File: config.mk
export PLATFORM = sky130hd
export DESIGN_NAME = contiguous_block_allocator_flat
export DESIGN_NICKNAME = d
export VERILOG_FILES = /design/src/rtl/core/cba_pkg.sv /design/src/rtl/core/cba_if.sv /design/src/rtl/core/cba_front.sv /design/src/rtl/core/cba_queue.sv /design/src/rtl/core/cba_back.sv /design/src/rtl/core/contiguous_block_allocator.sv /design/src/flat_wrapper.sv
export SDC_FILE = /design/constraint.sdc
export NUM_CORES = 2
export LEC_CHECK = 0
export ABC_AREA = 1
export BUFFER_PORTS_ARGS = -buffer_cell sky130_fd_sc_hd__buf_2
export CORE_ASPECT_RATIO = 0.7
export CORE_UTILIZATION = 46
export DETAILED_ROUTE_END_ITERATION = 8
export HOLD_SLACK_MARGIN = 0.08
export PLACE_DENSITY = 0.69
export SLEW_MARGIN = 25
export SYNTH_ARGS = -nofsm -noshare
export SYNTH_HDL_FRONTEND = slang
export SYNTH_SLANG_ARGS = --single-unit
File: constraint.sdc
create_clock -name clk_i -period 31.8 [get_ports clk_i]
set_input_delay 6.36 -clock clk_i [delete_from_list [all_inputs] [get_ports clk_i]]
set_output_delay 6.36 -clock clk_i [all_outputs]
set_load 0.01 [all_outputs]
File: src/rtl/core/cba_pkg.sv
`timescale 1ns / 1ps
`default_nettype none
package cba_pkg;

  // pool geometry
  localparam int NumBlocks = 256;
  localparam int IdxW      = $clog2(NumBlocks);
  localparam int CntW      = IdxW + 1;
  localparam int BytesW    = 20;
  localparam int BsW       = 13;
  localparam int DivStepW  = $clog2(BytesW);

  localparam logic [BsW-1:0] BsReset = BsW'(64);

  // register map, one register at byte address 0
  localparam int PaddrW = 3;
  localparam logic RegBlockSize = 1'b0;

  typedef enum logic [1:0] {
    REQ_ALLOC  = 2'd0,
    REQ_RESIZE = 2'd1,
    REQ_FREE   = 2'd2,
    REQ_BAD    = 2'd3
  } req_e;

  typedef enum logic [1:0] {
    ST_INPLACE = 2'd0,
    ST_PLACED  = 2'd1,
    ST_NOSPACE = 2'd2,
    ST_INVALID = 2'd3
  } status_e;

  // classified request handed from front to back
  typedef struct packed {
    logic [1:0]        req;
    logic [IdxW-1:0]   handle;
    logic [BytesW-1:0] nblocks;
  } cmd_t;

endpackage
`default_nettype wire

File: src/rtl/core/cba_if.sv
`timescale 1ns / 1ps
`default_nettype none
interface cba_req_if;
  logic        valid;
  logic        ready;
  logic [1:0]  req_type;
  logic [7:0]  handle_block;
  logic [19:0] size_bytes;
  modport source (output valid, req_type, handle_block, size_bytes, input ready);
  modport sink (input valid, req_type, handle_block, size_bytes, output ready);
endinterface

interface cba_rsp_if;
  logic       valid;
  logic       ready;
  logic [1:0] status;
  logic [7:0] start_block;
  logic [8:0] current_usage;
  logic [8:0] peak_usage;
  modport source (output valid, status, start_block, current_usage, peak_usage,
                  input ready);
  modport sink (input valid, status, start_block, current_usage, peak_usage,
                output ready);
endinterface
`default_nettype wire

File: src/rtl/core/cba_front.sv
`timescale 1ns / 1ps
`default_nettype none
module cba_front import cba_pkg::*; (
  input  wire logic           clk_i,
  input  wire logic           rst_ni,
  input  wire logic [BsW-1:0] block_size_i,
  cba_req_if.sink             req_i,
  output logic                push_valid_o,
  input  wire logic           push_ready_i,
  output cmd_t                push_cmd_o
);

  typedef enum logic [2:0] {
    F_IDLE = 3'b001,
    F_DIV  = 3'b010,
    F_PUSH = 3'b100
  } fstate_e;

  fstate_e             state_q, state_d;
  logic [DivStepW-1:0] step_q, step_d;
  logic [BytesW-1:0]   dvd_q, dvd_d;
  logic [BytesW-1:0]   quo_q, quo_d;
  logic [BsW-1:0]      rem_q, rem_d;
  logic [BsW-1:0]      dvs_q, dvs_d;
  logic [1:0]          req_q, req_d;
  logic [IdxW-1:0]     handle_q, handle_d;
  logic [BsW:0]        rem_sh;
  logic                rem_ge;

  assign req_i.ready  = (state_q == F_IDLE);
  assign push_valid_o = (state_q == F_PUSH);

  // round up: quotient plus one when a remainder is left
  always_comb begin
    push_cmd_o.req     = req_q;
    push_cmd_o.handle  = handle_q;
    push_cmd_o.nblocks = quo_q + BytesW'(rem_q != '0);
  end

  // one restoring step per cycle
  assign rem_sh = {rem_q, dvd_q[BytesW-1]};
  assign rem_ge = (rem_sh >= {1'b0, dvs_q});

  always_comb begin
    state_d  = state_q;
    step_d   = step_q;
    dvd_d    = dvd_q;
    quo_d    = quo_q;
    rem_d    = rem_q;
    dvs_d    = dvs_q;
    req_d    = req_q;
    handle_d = handle_q;
    unique case (state_q)
      F_IDLE: begin
        if (req_i.valid) begin
          req_d    = req_i.req_type;
          handle_d = req_i.handle_block;
          dvd_d    = req_i.size_bytes;
          dvs_d    = (block_size_i == '0) ? BsW'(1) : block_size_i;
          rem_d    = '0;
          quo_d    = '0;
          step_d   = '0;
          state_d  = F_DIV;
        end
      end
      F_DIV: begin
        rem_d  = rem_ge ? BsW'(rem_sh - {1'b0, dvs_q}) : rem_sh[BsW-1:0];
        quo_d  = {quo_q[BytesW-2:0], rem_ge};
        dvd_d  = {dvd_q[BytesW-2:0], 1'b0};
        step_d = step_q + DivStepW'(1);
        if (step_q == DivStepW'(BytesW - 1)) begin
          state_d = F_PUSH;
        end
      end
      F_PUSH: begin
        if (push_ready_i) begin
          state_d = F_IDLE;
        end
      end
      default: state_d = F_IDLE;
    endcase
  end

  always_ff @(posedge clk_i or negedge rst_ni) begin
    if (!rst_ni) begin
      state_q <= F_IDLE;
      step_q  <= '0;
    end else begin
      state_q <= state_d;
      step_q  <= step_d;
    end
  end

  always_ff @(posedge clk_i) begin
    dvd_q    <= dvd_d;
    quo_q    <= quo_d;
    rem_q    <= rem_d;
    dvs_q    <= dvs_d;
    req_q    <= req_d;
    handle_q <= handle_d;
  end

endmodule
`default_nettype wire

File: src/rtl/core/cba_queue.sv
`timescale 1ns / 1ps
`default_nettype none
module cba_queue import cba_pkg::*; (
  input  wire logic clk_i,
  input  wire logic rst_ni,
  input  wire logic push_valid_i,
  output logic      push_ready_o,
  input  cmd_t      push_cmd_i,
  output logic      pop_valid_o,
  input  wire logic pop_ready_i,
  output cmd_t      pop_cmd_o
);

  cmd_t       slot_q [2];
  logic       wr_ptr_q, rd_ptr_q;
  logic [1:0] count_q;
  logic       do_push, do_pop;

  assign push_ready_o = (count_q != 2'd2);
  assign pop_valid_o  = (count_q != 2'd0);
  assign pop_cmd_o    = slot_q[rd_ptr_q];
  assign do_push      = push_valid_i && push_ready_o;
  assign do_pop       = pop_valid_o && pop_ready_i;

  // pointers and fill level
  always_ff @(posedge clk_i or negedge rst_ni) begin
    if (!rst_ni) begin
      wr_ptr_q <= 1'b0;
      rd_ptr_q <= 1'b0;
      count_q  <= 2'd0;
    end else begin
      if (do_push) wr_ptr_q <= ~wr_ptr_q;
      if (do_pop)  rd_ptr_q <= ~rd_ptr_q;
      count_q <= count_q + 2'(do_push) - 2'(do_pop);
    end
  end

  always_ff @(posedge clk_i) begin
    if (do_push) slot_q[wr_ptr_q] <= push_cmd_i;
  end

endmodule
`default_nettype wire

File: src/rtl/core/cba_back.sv
`timescale 1ns / 1ps
`default_nettype none
module cba_back import cba_pkg::*; (
  input  wire logic clk_i,
  input  wire logic rst_ni,
  input  wire logic pop_valid_i,
  output logic      pop_ready_o,
  input  cmd_t      pop_cmd_i,
  cba_rsp_if.source rsp_o
);

  typedef enum logic [5:0] {
    B_IDLE    = 6'b000001,
    B_DECIDE  = 6'b000010,
    B_GROWCHK = 6'b000100,
    B_SEARCH  = 6'b001000,
    B_FILL    = 6'b010000,
    B_OUT     = 6'b100000
  } bstate_e;

  bstate_e             state_q, state_d;
  logic [NumBlocks-1:0] used_q, used_d;
  logic [NumBlocks-1:0] len_vld_q, len_vld_d;
  logic [CntW-1:0]     len_mem [NumBlocks];
  logic [CntW-1:0]     rd_len_q;
  logic                rd_vld_q;
  logic                mem_we;
  logic [IdxW-1:0]     mem_waddr;
  logic [CntW-1:0]     mem_wdata;

  logic [IdxW-1:0]     cursor_q, cursor_d;
  logic [CntW-1:0]     usage_q, usage_d, peak_q, peak_d;
  cmd_t                cmd_q, cmd_d;
  logic [CntW-1:0]     old_q, old_d, nlen_q, nlen_d;
  logic [CntW-1:0]     pos_q, pos_d, cnt_q, cnt_d, cand_q, cand_d;
  logic                wrap_q, wrap_d;
  logic [CntW-1:0]     fbase_q, fbase_d, fcnt_q, fcnt_d;
  logic                fset_q, fset_d, relp_q, relp_d;
  status_e             status_q, status_d;
  logic [IdxW-1:0]     start_q, start_d;

  logic                rsp_vld_q;
  status_e             rsp_status_q;
  logic [IdxW-1:0]     rsp_start_q;
  logic [CntW-1:0]     rsp_cur_q, rsp_peak_q;
  logic                out_load;

  // decoded view of the current command
  logic                big;
  logic [CntW-1:0]     nw9, old_v, grow_add, usage_sum;
  logic [CntW:0]       grow_end, cur_sum;
  logic [IdxW:0]       h9;

  assign big      = (cmd_q.nblocks > BytesW'(NumBlocks));
  assign nw9      = cmd_q.nblocks[CntW-1:0];
  assign old_v    = rd_vld_q ? rd_len_q : '0;
  assign h9       = {1'b0, cmd_q.handle};
  assign grow_end = {1'b0, h9} + {1'b0, nw9};
  assign grow_add = nw9 - old_q;
  assign cur_sum  = {1'b0, cursor_q} + {1'b0, nlen_q} ;
  assign usage_sum = usage_q + nlen_q;

  assign pop_ready_o = (state_q == B_IDLE);
  assign out_load    = (state_q == B_OUT) && (!rsp_vld_q || rsp_o.ready);

  always_comb begin
    state_d   = state_q;
    used_d    = used_q;
    len_vld_d = len_vld_q;
    mem_we    = 1'b0;
    mem_waddr = cmd_q.handle;
    mem_wdata = nw9;
    cursor_d  = cursor_q;
    usage_d   = usage_q;
    peak_d    = peak_q;
    cmd_d     = cmd_q;
    old_d     = old_q;
    nlen_d    = nlen_q;
    pos_d     = pos_q;
    cnt_d     = cnt_q;
    cand_d    = cand_q;
    wrap_d    = wrap_q;
    fbase_d   = fbase_q;
    fcnt_d    = fcnt_q;
    fset_d    = fset_q;
    relp_d    = relp_q;
    status_d  = status_q;
    start_d   = start_q;
    unique case (state_q)
      B_IDLE: begin
        if (pop_valid_i) begin
          cmd_d    = pop_cmd_i;
          start_d  = '0;
          status_d = ST_INVALID;
          state_d  = B_OUT;
          case (req_e'(pop_cmd_i.req))
            REQ_ALLOC: begin
              if (pop_cmd_i.nblocks == '0) begin
                state_d = B_OUT;
              end else if (pop_cmd_i.nblocks > BytesW'(NumBlocks)) begin
                status_d = ST_NOSPACE;
              end else begin
                nlen_d  = pop_cmd_i.nblocks[CntW-1:0];
                pos_d   = {1'b0, cursor_q};
                cand_d  = {1'b0, cursor_q};
                cnt_d   = '0;
                wrap_d  = 1'b0;
                relp_d  = 1'b0;
                state_d = B_SEARCH;
              end
            end
            REQ_RESIZE, REQ_FREE: state_d = B_DECIDE;
            default: state_d = B_OUT;
          endcase
        end
      end

      // run length of the handle is now in the read register
      B_DECIDE: begin
        old_d   = old_v;
        start_d = cmd_q.handle;
        status_d = ST_INPLACE;
        if (old_v == '0) begin
          status_d = ST_INVALID;
          start_d  = '0;
          state_d  = B_OUT;
        end else if (cmd_q.req == REQ_FREE || cmd_q.nblocks == '0) begin
          len_vld_d[cmd_q.handle] = 1'b0;
          usage_d = usage_q - old_v;
          fbase_d = h9;
          fcnt_d  = old_v;
          fset_d  = 1'b0;
          relp_d  = 1'b0;
          state_d = B_FILL;
        end else if (!big && nw9 == old_v) begin
          state_d = B_OUT;
        end else if (!big && nw9 < old_v) begin
          // shrink: drop the tail
          mem_we  = 1'b1;
          usage_d = usage_q - (old_v - nw9);
          fbase_d = h9 + nw9;
          fcnt_d  = old_v - nw9;
          fset_d  = 1'b0;
          relp_d  = 1'b0;
          state_d = B_FILL;
        end else if (big) begin
          status_d = ST_NOSPACE;
          start_d  = '0;
          state_d  = B_OUT;
        end else if (grow_end > (CntW+1)'(NumBlocks)) begin
          nlen_d  = nw9;
          pos_d   = {1'b0, cursor_q};
          cand_d  = {1'b0, cursor_q};
          cnt_d   = '0;
          wrap_d  = 1'b0;
          relp_d  = 1'b1;
          state_d = B_SEARCH;
        end else begin
          pos_d   = h9 + old_v;
          cnt_d   = nw9 - old_v;
          state_d = B_GROWCHK;
        end
      end

      // blocks after the run, one per cycle
      B_GROWCHK: begin
        if (used_q[pos_q[IdxW-1:0]]) begin
          nlen_d  = nw9;
          pos_d   = {1'b0, cursor_q};
          cand_d  = {1'b0, cursor_q};
          cnt_d   = '0;
          wrap_d  = 1'b0;
          relp_d  = 1'b1;
          state_d = B_SEARCH;
        end else if (cnt_q == CntW'(1)) begin
          mem_we  = 1'b1;
          usage_d = usage_q + grow_add;
          peak_d  = ((usage_q + grow_add) > peak_q) ? usage_q + grow_add : peak_q;
          fbase_d = h9 + old_q;
          fcnt_d  = grow_add;
          fset_d  = 1'b1;
          relp_d  = 1'b0;
          state_d = B_FILL;
        end else begin
          pos_d = pos_q + CntW'(1);
          cnt_d = cnt_q - CntW'(1);
        end
      end

      // next-fit scan: from the cursor to the end, then from 0 up to the cursor
      B_SEARCH: begin
        if (pos_q == CntW'(NumBlocks)) begin
          if (wrap_q) begin
            status_d = ST_NOSPACE;
            start_d  = '0;
            state_d  = B_OUT;
          end else begin
            wrap_d = 1'b1;
            pos_d  = '0;
            cand_d = '0;
            cnt_d  = '0;
          end
        end else if (wrap_q && cand_q >= {1'b0, cursor_q}) begin
          status_d = ST_NOSPACE;
          start_d  = '0;
          state_d  = B_OUT;
        end else if (used_q[pos_q[IdxW-1:0]]) begin
          cand_d = pos_q + CntW'(1);
          cnt_d  = '0;
          pos_d  = pos_q + CntW'(1);
        end else if (cnt_q + CntW'(1) == nlen_q) begin
          mem_we    = 1'b1;
          mem_waddr = cand_q[IdxW-1:0];
          mem_wdata = nlen_q;
          len_vld_d[cand_q[IdxW-1:0]] = 1'b1;
          cursor_d  = cur_sum >= (CntW+1)'(NumBlocks) ? '0 : cur_sum[IdxW-1:0];
          usage_d   = usage_sum;
          peak_d    = (usage_sum > peak_q) ? usage_sum : peak_q;
          fbase_d   = cand_q;
          fcnt_d    = nlen_q;
          fset_d    = 1'b1;
          status_d  = ST_PLACED;
          start_d   = cand_q[IdxW-1:0];
          state_d   = B_FILL;
        end else begin
          cnt_d = cnt_q + CntW'(1);
          pos_d = pos_q + CntW'(1);
        end
      end

      // one bitmap entry per cycle, then the old run when moving
      B_FILL: begin
        used_d[fbase_q[IdxW-1:0]] = fset_q;
        if (fcnt_q == CntW'(1)) begin
          if (relp_q) begin
            relp_d  = 1'b0;
            len_vld_d[cmd_q.handle] = 1'b0;
            usage_d = usage_q - old_q;
            fbase_d = h9;
            fcnt_d  = old_q;
            fset_d  = 1'b0;
          end else begin
            state_d = B_OUT;
          end
        end else begin
          fbase_d = fbase_q + CntW'(1);
          fcnt_d  = fcnt_q - CntW'(1);
        end
      end

      B_OUT: begin
        if (out_load) state_d = B_IDLE;
      end

      default: state_d = B_IDLE;
    endcase
  end

  // control state and tables with a reset value
  always_ff @(posedge clk_i or negedge rst_ni) begin
    if (!rst_ni) begin
      state_q   <= B_IDLE;
      used_q    <= '0;
      len_vld_q <= '0;
      cursor_q  <= '0;
      usage_q   <= '0;
      peak_q    <= '0;
      relp_q    <= 1'b0;
      wrap_q    <= 1'b0;
      rsp_vld_q <= 1'b0;
    end else begin
      state_q   <= state_d;
      used_q    <= used_d;
      len_vld_q <= len_vld_d;
      cursor_q  <= cursor_d;
      usage_q   <= usage_d;
      peak_q    <= peak_d;
      relp_q    <= relp_d;
      wrap_q    <= wrap_d;
      if (out_load)          rsp_vld_q <= 1'b1;
      else if (rsp_o.ready)  rsp_vld_q <= 1'b0;
    end
  end

  // run length memory, read at the queue head
  always_ff @(posedge clk_i) begin
    if (mem_we) len_mem[mem_waddr] <= mem_wdata;
    rd_len_q <= len_mem[pop_cmd_i.handle];
    rd_vld_q <= len_vld_q[pop_cmd_i.handle];
  end

  always_ff @(posedge clk_i) begin
    cmd_q    <= cmd_d;
    old_q    <= old_d;
    nlen_q   <= nlen_d;
    pos_q    <= pos_d;
    cnt_q    <= cnt_d;
    cand_q   <= cand_d;
    fbase_q  <= fbase_d;
    fcnt_q   <= fcnt_d;
    fset_q   <= fset_d;
    status_q <= status_d;
    start_q  <= start_d;
    if (out_load) begin
      rsp_status_q <= status_q;
      rsp_start_q  <= start_q;
      rsp_cur_q    <= usage_q;
      rsp_peak_q   <= peak_q;
    end
  end

  assign rsp_o.valid         = rsp_vld_q;
  assign rsp_o.status        = rsp_status_q;
  assign rsp_o.start_block   = rsp_start_q;
  assign rsp_o.current_usage = rsp_cur_q;
  assign rsp_o.peak_usage    = rsp_peak_q;

endmodule
`default_nettype wire

File: src/rtl/core/contiguous_block_allocator.sv
// Next-fit contiguous block allocator over a pool of 256 blocks. Each request
// beat (allocate, resize, free) is first converted from bytes to blocks by a
// bit-serial divider in the front end, then queued (two entries) and executed
// by the back end, which walks the used-block bitmap one block a cycle. An
// allocate scans from the cursor to the pool end and then from 0 up to the
// cursor, then marks the blocks of the new run; a move on resize also clears
// the blocks of the old run. Free and shrink clear the blocks that they
// release; an in-place grow first checks each block to be added, then marks
// them.
// The front end takes the next request while the back end is still busy, and
// a finished result sits in an output register until taken. block_size must
// be written over the APB port at address 0 only while the block is idle; the
// block itself does not enforce this.
`timescale 1ns / 1ps
`default_nettype none
module contiguous_block_allocator import cba_pkg::*; (
  input  wire logic              clk_i,
  input  wire logic              rst_ni,
  cba_req_if.sink                req_i,
  cba_rsp_if.source              rsp_o,
  input  wire logic              psel,
  input  wire logic              penable,
  input  wire logic              pwrite,
  input  wire logic [PaddrW-1:0] paddr,
  input  wire logic [31:0]       pwdata,
  output logic [31:0]            prdata,
  output logic                   pready
);

  logic [BsW-1:0] block_size_q;
  logic           front_valid, front_ready, back_valid, back_ready;
  cmd_t           front_cmd, back_cmd;

  // configuration register
  assign pready = 1'b1;
  assign prdata = (paddr[2] == RegBlockSize) ? {{(32-BsW){1'b0}}, block_size_q} : '0;

  always_ff @(posedge clk_i or negedge rst_ni) begin
    if (!rst_ni) begin
      block_size_q <= BsReset;
    end else if (psel && penable && pwrite && paddr[2] == RegBlockSize) begin
      block_size_q <= pwdata[BsW-1:0];
    end
  end

  cba_front u_front (
    .clk_i        (clk_i),
    .rst_ni       (rst_ni),
    .block_size_i (block_size_q),
    .req_i        (req_i),
    .push_valid_o (front_valid),
    .push_ready_i (front_ready),
    .push_cmd_o   (front_cmd)
  );

  cba_queue u_queue (
    .clk_i        (clk_i),
    .rst_ni       (rst_ni),
    .push_valid_i (front_valid),
    .push_ready_o (front_ready),
    .push_cmd_i   (front_cmd),
    .pop_valid_o  (back_valid),
    .pop_ready_i  (back_ready),
    .pop_cmd_o    (back_cmd)
  );

  cba_back u_back (
    .clk_i       (clk_i),
    .rst_ni      (rst_ni),
    .pop_valid_i (back_valid),
    .pop_ready_o (back_ready),
    .pop_cmd_i   (back_cmd),
    .rsp_o       (rsp_o)
  );

endmodule
`default_nettype wire

File: src/flat_wrapper.sv
// flat-port wrapper written by rule: the top's interface ports become plain ports
module contiguous_block_allocator_flat import cba_pkg::*;
  (clk_i, rst_ni, psel, penable, pwrite, paddr, pwdata, prdata, pready, req_i_valid, req_i_req_type, req_i_handle_block, req_i_size_bytes, req_i_ready, rsp_o_valid, rsp_o_status, rsp_o_start_block, rsp_o_current_usage, rsp_o_peak_usage, rsp_o_ready);
  cba_req_if req_i_i ();
  cba_rsp_if rsp_o_i ();
  input  wire logic clk_i;
  input  wire logic rst_ni;
  input  wire logic psel;
  input  wire logic penable;
  input  wire logic pwrite;
  input  wire logic [PaddrW-1:0] paddr;
  input  wire logic [31:0] pwdata;
  output logic [31:0] prdata;
  output logic pready;
  input wire logic [$bits(req_i_i.valid)-1:0] req_i_valid;
  input wire logic [$bits(req_i_i.req_type)-1:0] req_i_req_type;
  input wire logic [$bits(req_i_i.handle_block)-1:0] req_i_handle_block;
  input wire logic [$bits(req_i_i.size_bytes)-1:0] req_i_size_bytes;
  output wire logic [$bits(req_i_i.ready)-1:0] req_i_ready;
  output wire logic [$bits(rsp_o_i.valid)-1:0] rsp_o_valid;
  output wire logic [$bits(rsp_o_i.status)-1:0] rsp_o_status;
  output wire logic [$bits(rsp_o_i.start_block)-1:0] rsp_o_start_block;
  output wire logic [$bits(rsp_o_i.current_usage)-1:0] rsp_o_current_usage;
  output wire logic [$bits(rsp_o_i.peak_usage)-1:0] rsp_o_peak_usage;
  input wire logic [$bits(rsp_o_i.ready)-1:0] rsp_o_ready;
  assign req_i_i.valid = req_i_valid;
  assign req_i_i.req_type = req_i_req_type;
  assign req_i_i.handle_block = req_i_handle_block;
  assign req_i_i.size_bytes = req_i_size_bytes;
  assign req_i_ready = req_i_i.ready;
  assign rsp_o_valid = rsp_o_i.valid;
  assign rsp_o_status = rsp_o_i.status;
  assign rsp_o_start_block = rsp_o_i.start_block;
  assign rsp_o_current_usage = rsp_o_i.current_usage;
  assign rsp_o_peak_usage = rsp_o_i.peak_usage;
  assign rsp_o_i.ready = rsp_o_ready;
  contiguous_block_allocator u_core (.clk_i(clk_i), .rst_ni(rst_ni), .req_i(req_i_i), .rsp_o(rsp_o_i), .psel(psel), .penable(penable), .pwrite(pwrite), .paddr(paddr), .pwdata(pwdata), .prdata(prdata), .pready(pready));
endmodule
# --- Yosys cells after proc, flatten, opt, wreduce, memory -nomap -nowiden ---
# Memories as Yosys holds them, arrays and structs flattened. A register that Yosys moved wholly into a read port is not among the register bits.
# Index checks and enable logic that the tools add are counted.
op_classes:
  magnitude_cmp: 17
  n_bitwise: 9
  n_eq_ne: 61
  n_addsub: 23
  n_reduce_logical: 49
  n_mux: 253
ops:
  columns: ["operator", "count"]
  rows:
  - ["$mux W256", 8]
  - ["$mux W9", 104]
  - ["$pmux W256 S3", 1]
  - ["$and A256 B256 Y256", 1]
  - ["$bwmux W256", 1]
  - ["$not A256 Y256", 1]
  - ["$or A256 B256 Y256", 1]
  - ["$pmux W9 S4", 6]
  - ["$mux W8", 17]
  - ["$mux W6", 18]
  - ["$pmux W20 S2", 2]
  - ["$mux W1", 57]
  - ["$ne A2 B2 Y1 const B", 28]
  - ["$sub A9 B9 Y9", 6]
  - ["$lt A8 B9 Y1 const B", 5]
  - ["$gt A20 B9 Y1 const B", 2]
  - ["$logic_not A20 Y1", 2]
  - ["$mux W20", 2]
  - ["$mux W13", 3]
  - ["$pmux W6 S6", 1]
  - ["$add A8 B9 Y9", 3]
  - ["$add A9 B1 Y9 const B", 3]
  - ["$ne A3 B3 Y1 const B", 9]
  - ["$pmux W9 S3", 1]
  - ["69 further kinds", 130]
totals:
  reg_bits: 781
  inputBits: 72
  mem_bits_rw: 2364
  out_inout_bits: 63
  elab_cells: 453
  memories: 2
mem_list:
  columns: ["name", "words", "word_bits", "rd", "rd_ports_with_merged_regs", "wr", "line", "source"]
  rows:
  - ["u_core.u_back.len_mem", 256, 9, 1, 1, 1, "cba_back.sv:24", "logic [CntW-1:0] len_mem [NumBlocks];"]
  - ["u_core.u_queue.slot_q", 2, 30, 1, 0, 1, "cba_queue.sv:14", "cmd_t slot_q [2];"]

# --- Depth between registers and ports, before layout ---
logic_depth:
  ltp_word: 10
  depth_mapped: 31

# --- By module ---
# A second synthesis with hierarchy kept.
hier_totals:
  hier_cells: 13919
  hier_area_um2: 141997.4
by_module_without_submodules:
  columns: ["module", "seq_area_each_um2", "cells_per_inst", "instances", "area_each_um2"]
  rows:
  - ["cba_back", 87009.7, 13063, 1, 133954.7]
  - ["cba_front", 2483.6, 559, 1, 4844.6]
  - ["cba_queue", 1901.8, 188, 1, 2396.0]
  - ["contiguous_block_allocator", 326.6, 109, 1, 802.0]

# --- Worst setup path after synthesis ---
# No wires, ideal clock.
synth_path:
  path_kind: "register to register"
  start: "register u_core.u_back.cand_q[7]"
  end: "memory u_core.u_back.len_mem[0][3] (netlist bit) (data pin)"
  setup_slack_ns: 17.552
  arrival_time_ns: 12.060
  period_less_slack_ns: 14.248
  required_time_ns: 29.611
  stages_incl_launch_ff: 13
  path_cell_list: "edfxtp_1 > ha_1 > nand4_1 > or3_1 > nand4_1 > nand2_1 > nand2_1 > nor2_4 > nand3_2 > buf_6 > clkinv_1 > clkbuf_1 > o21ai_0"
synth_between:
  elab_chain_len: 5
synth_lines:
  columns: ["element", "line", "source"]
  rows:
  - ["start, declared", "cba_back.sv:35", "logic [CntW-1:0] pos_q, pos_d, cnt_q, cnt_d, cand_q, cand_d;"]
  - ["start signal, assigned", "cba_back.sv:298", "cand_q <= cand_d;"]
  - ["$ge A9 B8 Y1", "cba_back.sv:203", "end else if (wrap_q && cand_q >= {1'b0, cursor_q}) begin"]
  - ["$logic_and A1 B1 Y1", "cba_back.sv:203", null]
  - ["$mux W9", "cba_back.sv:203", null]
  - ["$mux W9", "cba_back.sv:192", "if (pos_q == CntW'(NumBlocks)) begin"]
  - ["$mux W9", "cba_back.sv:89", "unique case (state_q)"]
  - ["net u_core.u_back.mem_wdata[3]", "cba_back.sv:29", "logic [CntW-1:0] mem_wdata;"]
  - ["end, declared", "cba_back.sv:24", null]
# The timed path passes the listed nets, and every way through them passes these cells.

# --- Final worst setup path ---
layout_path:
  start: "input paddr[2]"
  end: "output prdata[9]"
layout_between:
  elab_chain_len: 1
layout_lines:
  columns: ["element", "line", "source"]
  rows:
  - ["start, declared", "flat_wrapper.sv:11", "input wire logic [PaddrW-1:0] paddr;"]
  - ["$mux W13", "contiguous_block_allocator.sv:36", "assign prdata = (paddr[2] == RegBlockSize) ? {{(32-BsW){1'b0}}, block_size_q} : '0;"]
  - ["end, declared", "flat_wrapper.sv:13", "output logic [31:0] prdata;"]
# No other way between the ends.

==> impl_metrics.yaml <==
clock_tree:
  clkTransAtPathRegs_ns: 0.06
  clk_latency_ns: 0.90
  cts_tree: "built"
  cts_sinks: 3153
  htree_levels: 5
  holdBufCountCts: 0
  numCtsBuffers: 289
  post-cts-setup-buffer-count: 0
  cts_resized: 0
  clk_path_buf_depth: 4
  root_buffer: "clkbuf_16"
worst_setup_path:
  worstSetupEndpointType: "output pin"
  ff2ff_path_depth: 20
  reg2reg_slack_ns: 24.08
  crit_type: "in2out"
  critPathSlowestCell: "buf_2"
  r2r-end: "u_core.u_back.len_mem[171][5]$_DFFE_PP_"
  critical_path.most_common_cell: "buf_2"
  startpoint_type: "input pin"
  crit_fanout: 14
  arrival_ns: 6.79
  slowest_delay_ns: 0.21
  crit_chain: "buf_2 -> nor2_1 -> buf_2"
  critPathRequiredTime_ns: 25.44
  timing.rr.start: "u_core.u_back.pos_q[0]$_DFFE_PP_"
hold_path:
  holdPathEnd: "u_core.u_back.rsp_o.status[0]$_DFFE_PP_"
  min-delay-start: "u_core.u_back.status_q[0]$_DFFE_PP_"
  hold_path.class: "reg2reg"
  hold_depth: 0
logic_synthesis:
  synth-async-reset-ratio_pct: 18.1
  yosysTopAreaCell: "edfxtp_1"
  ys_seq_elements: 3153
  yosysUniqueCellTypes: 58
  yosysTopAreaCellShare_pct: 54.9
  synth_edf_count: 2571
  synthesis.instances: 13200
  synthFlopType: "edfxtp_1"
  synth_area_per_cell_sq_um: 10.7
  seq_area_frac_synth_pct: 65.2
  synth_common_cells: "2571 x edfxtp_1, 2263 x o21ai_0, 1814 x nor2_1"
  ys_warn_count: 0
  synthTopCellsByArea: "edfxtp_1 55%, dfrtp_1 10%, o21ai_0 8.0%"
  synth.most_common_cell: "edfxtp_1"
  synth_area_sq_um: 141000
drt:
  antenna_left: 0
  dr.pass1.iters: 9
  viasPerCell: 6.17
  drt_wl_total_um: 422000
  drc_errors: 0
  wl_per_cell_um: 24.6
  vias: 106000
  drt_iter0_drc: 17800
pwr:
  intPower_mw: 8.35
  p_sw_mw: 5.68
  power_density_nw_per_um2: 91.0
  ir_drop_mv: 0.0791
  p_leak_nw: 53.5
  seqPwrFrac_pct: 37.7
  netSwitchingFraction_pct: 40.5
  power.share.clock_pct: 25.3
  combinationalPowerShare_pct: 37.0
floorplanning:
  die_w_um: 663
  die_h_um: 465
  std_cell_rows: 169
  design.core.area_sq_um: 304000
  dieArea_sq_um: 308000
  initial_core_util_pct: 46.4
  pin_count: 135
cells_and_area:
  layout-drive-gt1-share_pct: 6.73
  fin_cells: 17100
  fin_nets: 13100
  area_growth_pct: 9.52
  final_area_sq_um: 154000
placed_design:
  post_dp_cell_area_sq_um: 145000
  routabilityCongestion: 0.946
  dp_hpwl_um: 243000
  dpl.cell_count: 16600
  io_buffers: 93
timing:
  worst_pin_slew_ns: 1.21
  finalCriticalPeriod_ns: 13.15
  relSlewSlack_pct: 19.4
  grt_setup_unrepaired: "false"
  finalSetupTns_ns: 0
  fin_skew_ns: 0.0688
  fmax_mhz: 76.1
  finalSetupViolations: 0
  slew_viol_final: 0
  fin_crit_sh_pct: 41.3
  hold_viol: 0
global_route:
  grt_max_degree: 210
  grt_pass1_vias: 95100
  grt_usage_pct: 26.3
  antenna_found_initial: 15
  gr-total-overflow: 0
  grt_pass1_wl_um: 621000
run:
  maxCapViolCount: 0
status:
  outcome: "finished, final reports clean"
==> critical path, delay by kind of cell <==
family        cells  cell delay, ns
buf+inv           2            0.35
simple gates      1            0.07
==> power by group through the flow <==
stage	clock network, mW	registers (mW)	logic, mW
after CTS	3.56	5.28	5.01
after detailed placement	0	5.37	4.99
final	3.55	5.29	5.20
after global routing	3.71	5.30	5.54
after floorplan	0	5.62	3.15
after global placement	0	5.37	4.92
==> state kept, by name, indices dropped and copies added, names as in the netlist, 9 cells and up <==
signal and count:
u_core.u_back.pos_q 9, u_core.u_back.nlen_q 9, u_core.u_front.quo_q 20, u_core.block_size_q 13
u_core.u_back.rsp_o.peak_usage 9, u_core.u_queue.slot_q 60, u_core.u_front.rem_q 13, u_core.u_back.len_mem 2304
u_core.u_front.dvd_q 20, u_core.u_back.cmd_q 30, u_core.u_back.cnt_q 9, u_core.u_back.fcnt_q 9
u_core.u_back.len_vld_q 256, u_core.u_back.old_q 9, u_core.u_back.cand_q 9, u_core.u_front.dvs_q 13
u_core.u_back.peak_q 9, u_core.u_back.usage_q 9, u_core.u_back.used_q 256, u_core.u_back.rd_len_q 9
u_core.u_back.rsp_o.current_usage 9
==> cells by family after synthesis <==
kind of cell             after synthesis  synth area share, %
buffers and inverters               1546                 4.33
multiplexers                          22                0.175
adder cells (fa/ha/maj)              149                 1.38
XOR/XNOR                             116                0.722
other                                  2              0.00534
AND/OR/NAND/NOR                     4551                 13.3
AO/OA/AOI/OAI                       3649                 14.9
flip-flops                          3153                 65.2
==> per-stage QoR <==
step	worst slack [ns]	power (mW)	utilization (%)	hold WS (ns)
floorplan	17.55	8.77	-	0.400
global placement	18.66	10.3	47.6	0.407
detailed placement	18.65	10.4	47.6	0.407
CTS	18.65	13.8	50.7	0.421
global route	18.57	14.6	50.8	0.436
finish	18.65	14.0	50.8	0.419
==> cells in the final DEF, fill, tap and decap left out, types with 12 or more instances in the layout <==
cell        instances
edfxtp_1         2571
buf_2              92
o221ai_1          300
ha_1              138
xor2_1             82
diode_2            16
o22ai_1           307
mux2_2             21
xnor2_1            34
inv_1             576
clkbuf_1           60
nand2_1          1678
dfrtp_1           569
nand3_1           882
clkinv_1           63
o21ai_0          2250
or2_2              25
o211ai_1          369
nor2_1           1783
conb_1             20
inv_2              14
clkbuf_8           12
nand3_2            17
o21a_1             13
nor2_2             34
nand2_2            13
nor3_1             29
clkbuf_16         297
clkinvlp_4         13
a31oi_1            54
clkinv_2           41
o2111ai_1          18
buf_4             176
buf_12             18
bufinv_16          26
nand4_1            37
a21oi_1           281
o21ai_4            15
==> layer usage <==
metal	vias to the layer above	share of wire, %	wire (um)	GRT usage [%]
li1	46700	-	-	-
met1	51200	42	177000	40.5
met2	6824	41	171000	35.4
met3	835	15	61800	8.19
met4	2	2.8	11800	7.37
met5	-	0.013	54	0.155
==> how the worst max path moves through the flow <==
| stage | from | end | slack, ns | cells after the start |
|---|---|---|---|---|
| floorplan | u_core.u_back.cand_q[7]$_DFFE_PP_ | u_core.u_back.len_mem[0][3]$_DFFE_PP_ | 17.55 | 12 |
| detailed placement | paddr[2] | prdata[10] | 18.65 | 3 |
| finish | paddr[2] | prdata[9] | 18.65 | 3 |
| global route | paddr[2] | prdata[5] | 18.57 | 3 |
| global placement | paddr[2] | prdata[2] | 18.66 | 3 |
| CTS | paddr[2] | prdata[10] | 18.65 | 3 |
==> final cells by class <==
class / instances / area, sq um
diodes: 16 / 40.0
clock buffers: 369 / 7820
clock inverters: 150 / 1520
fillers: 26300 / 150000
inverters: 610 / 2340
multi-input cells: 8507 / 43300
flip-flops and latches: 3153 / 91700
well taps: 4018 / 5030
repair buffers: 295 / 2330
(Power assumes the default switching activity.)
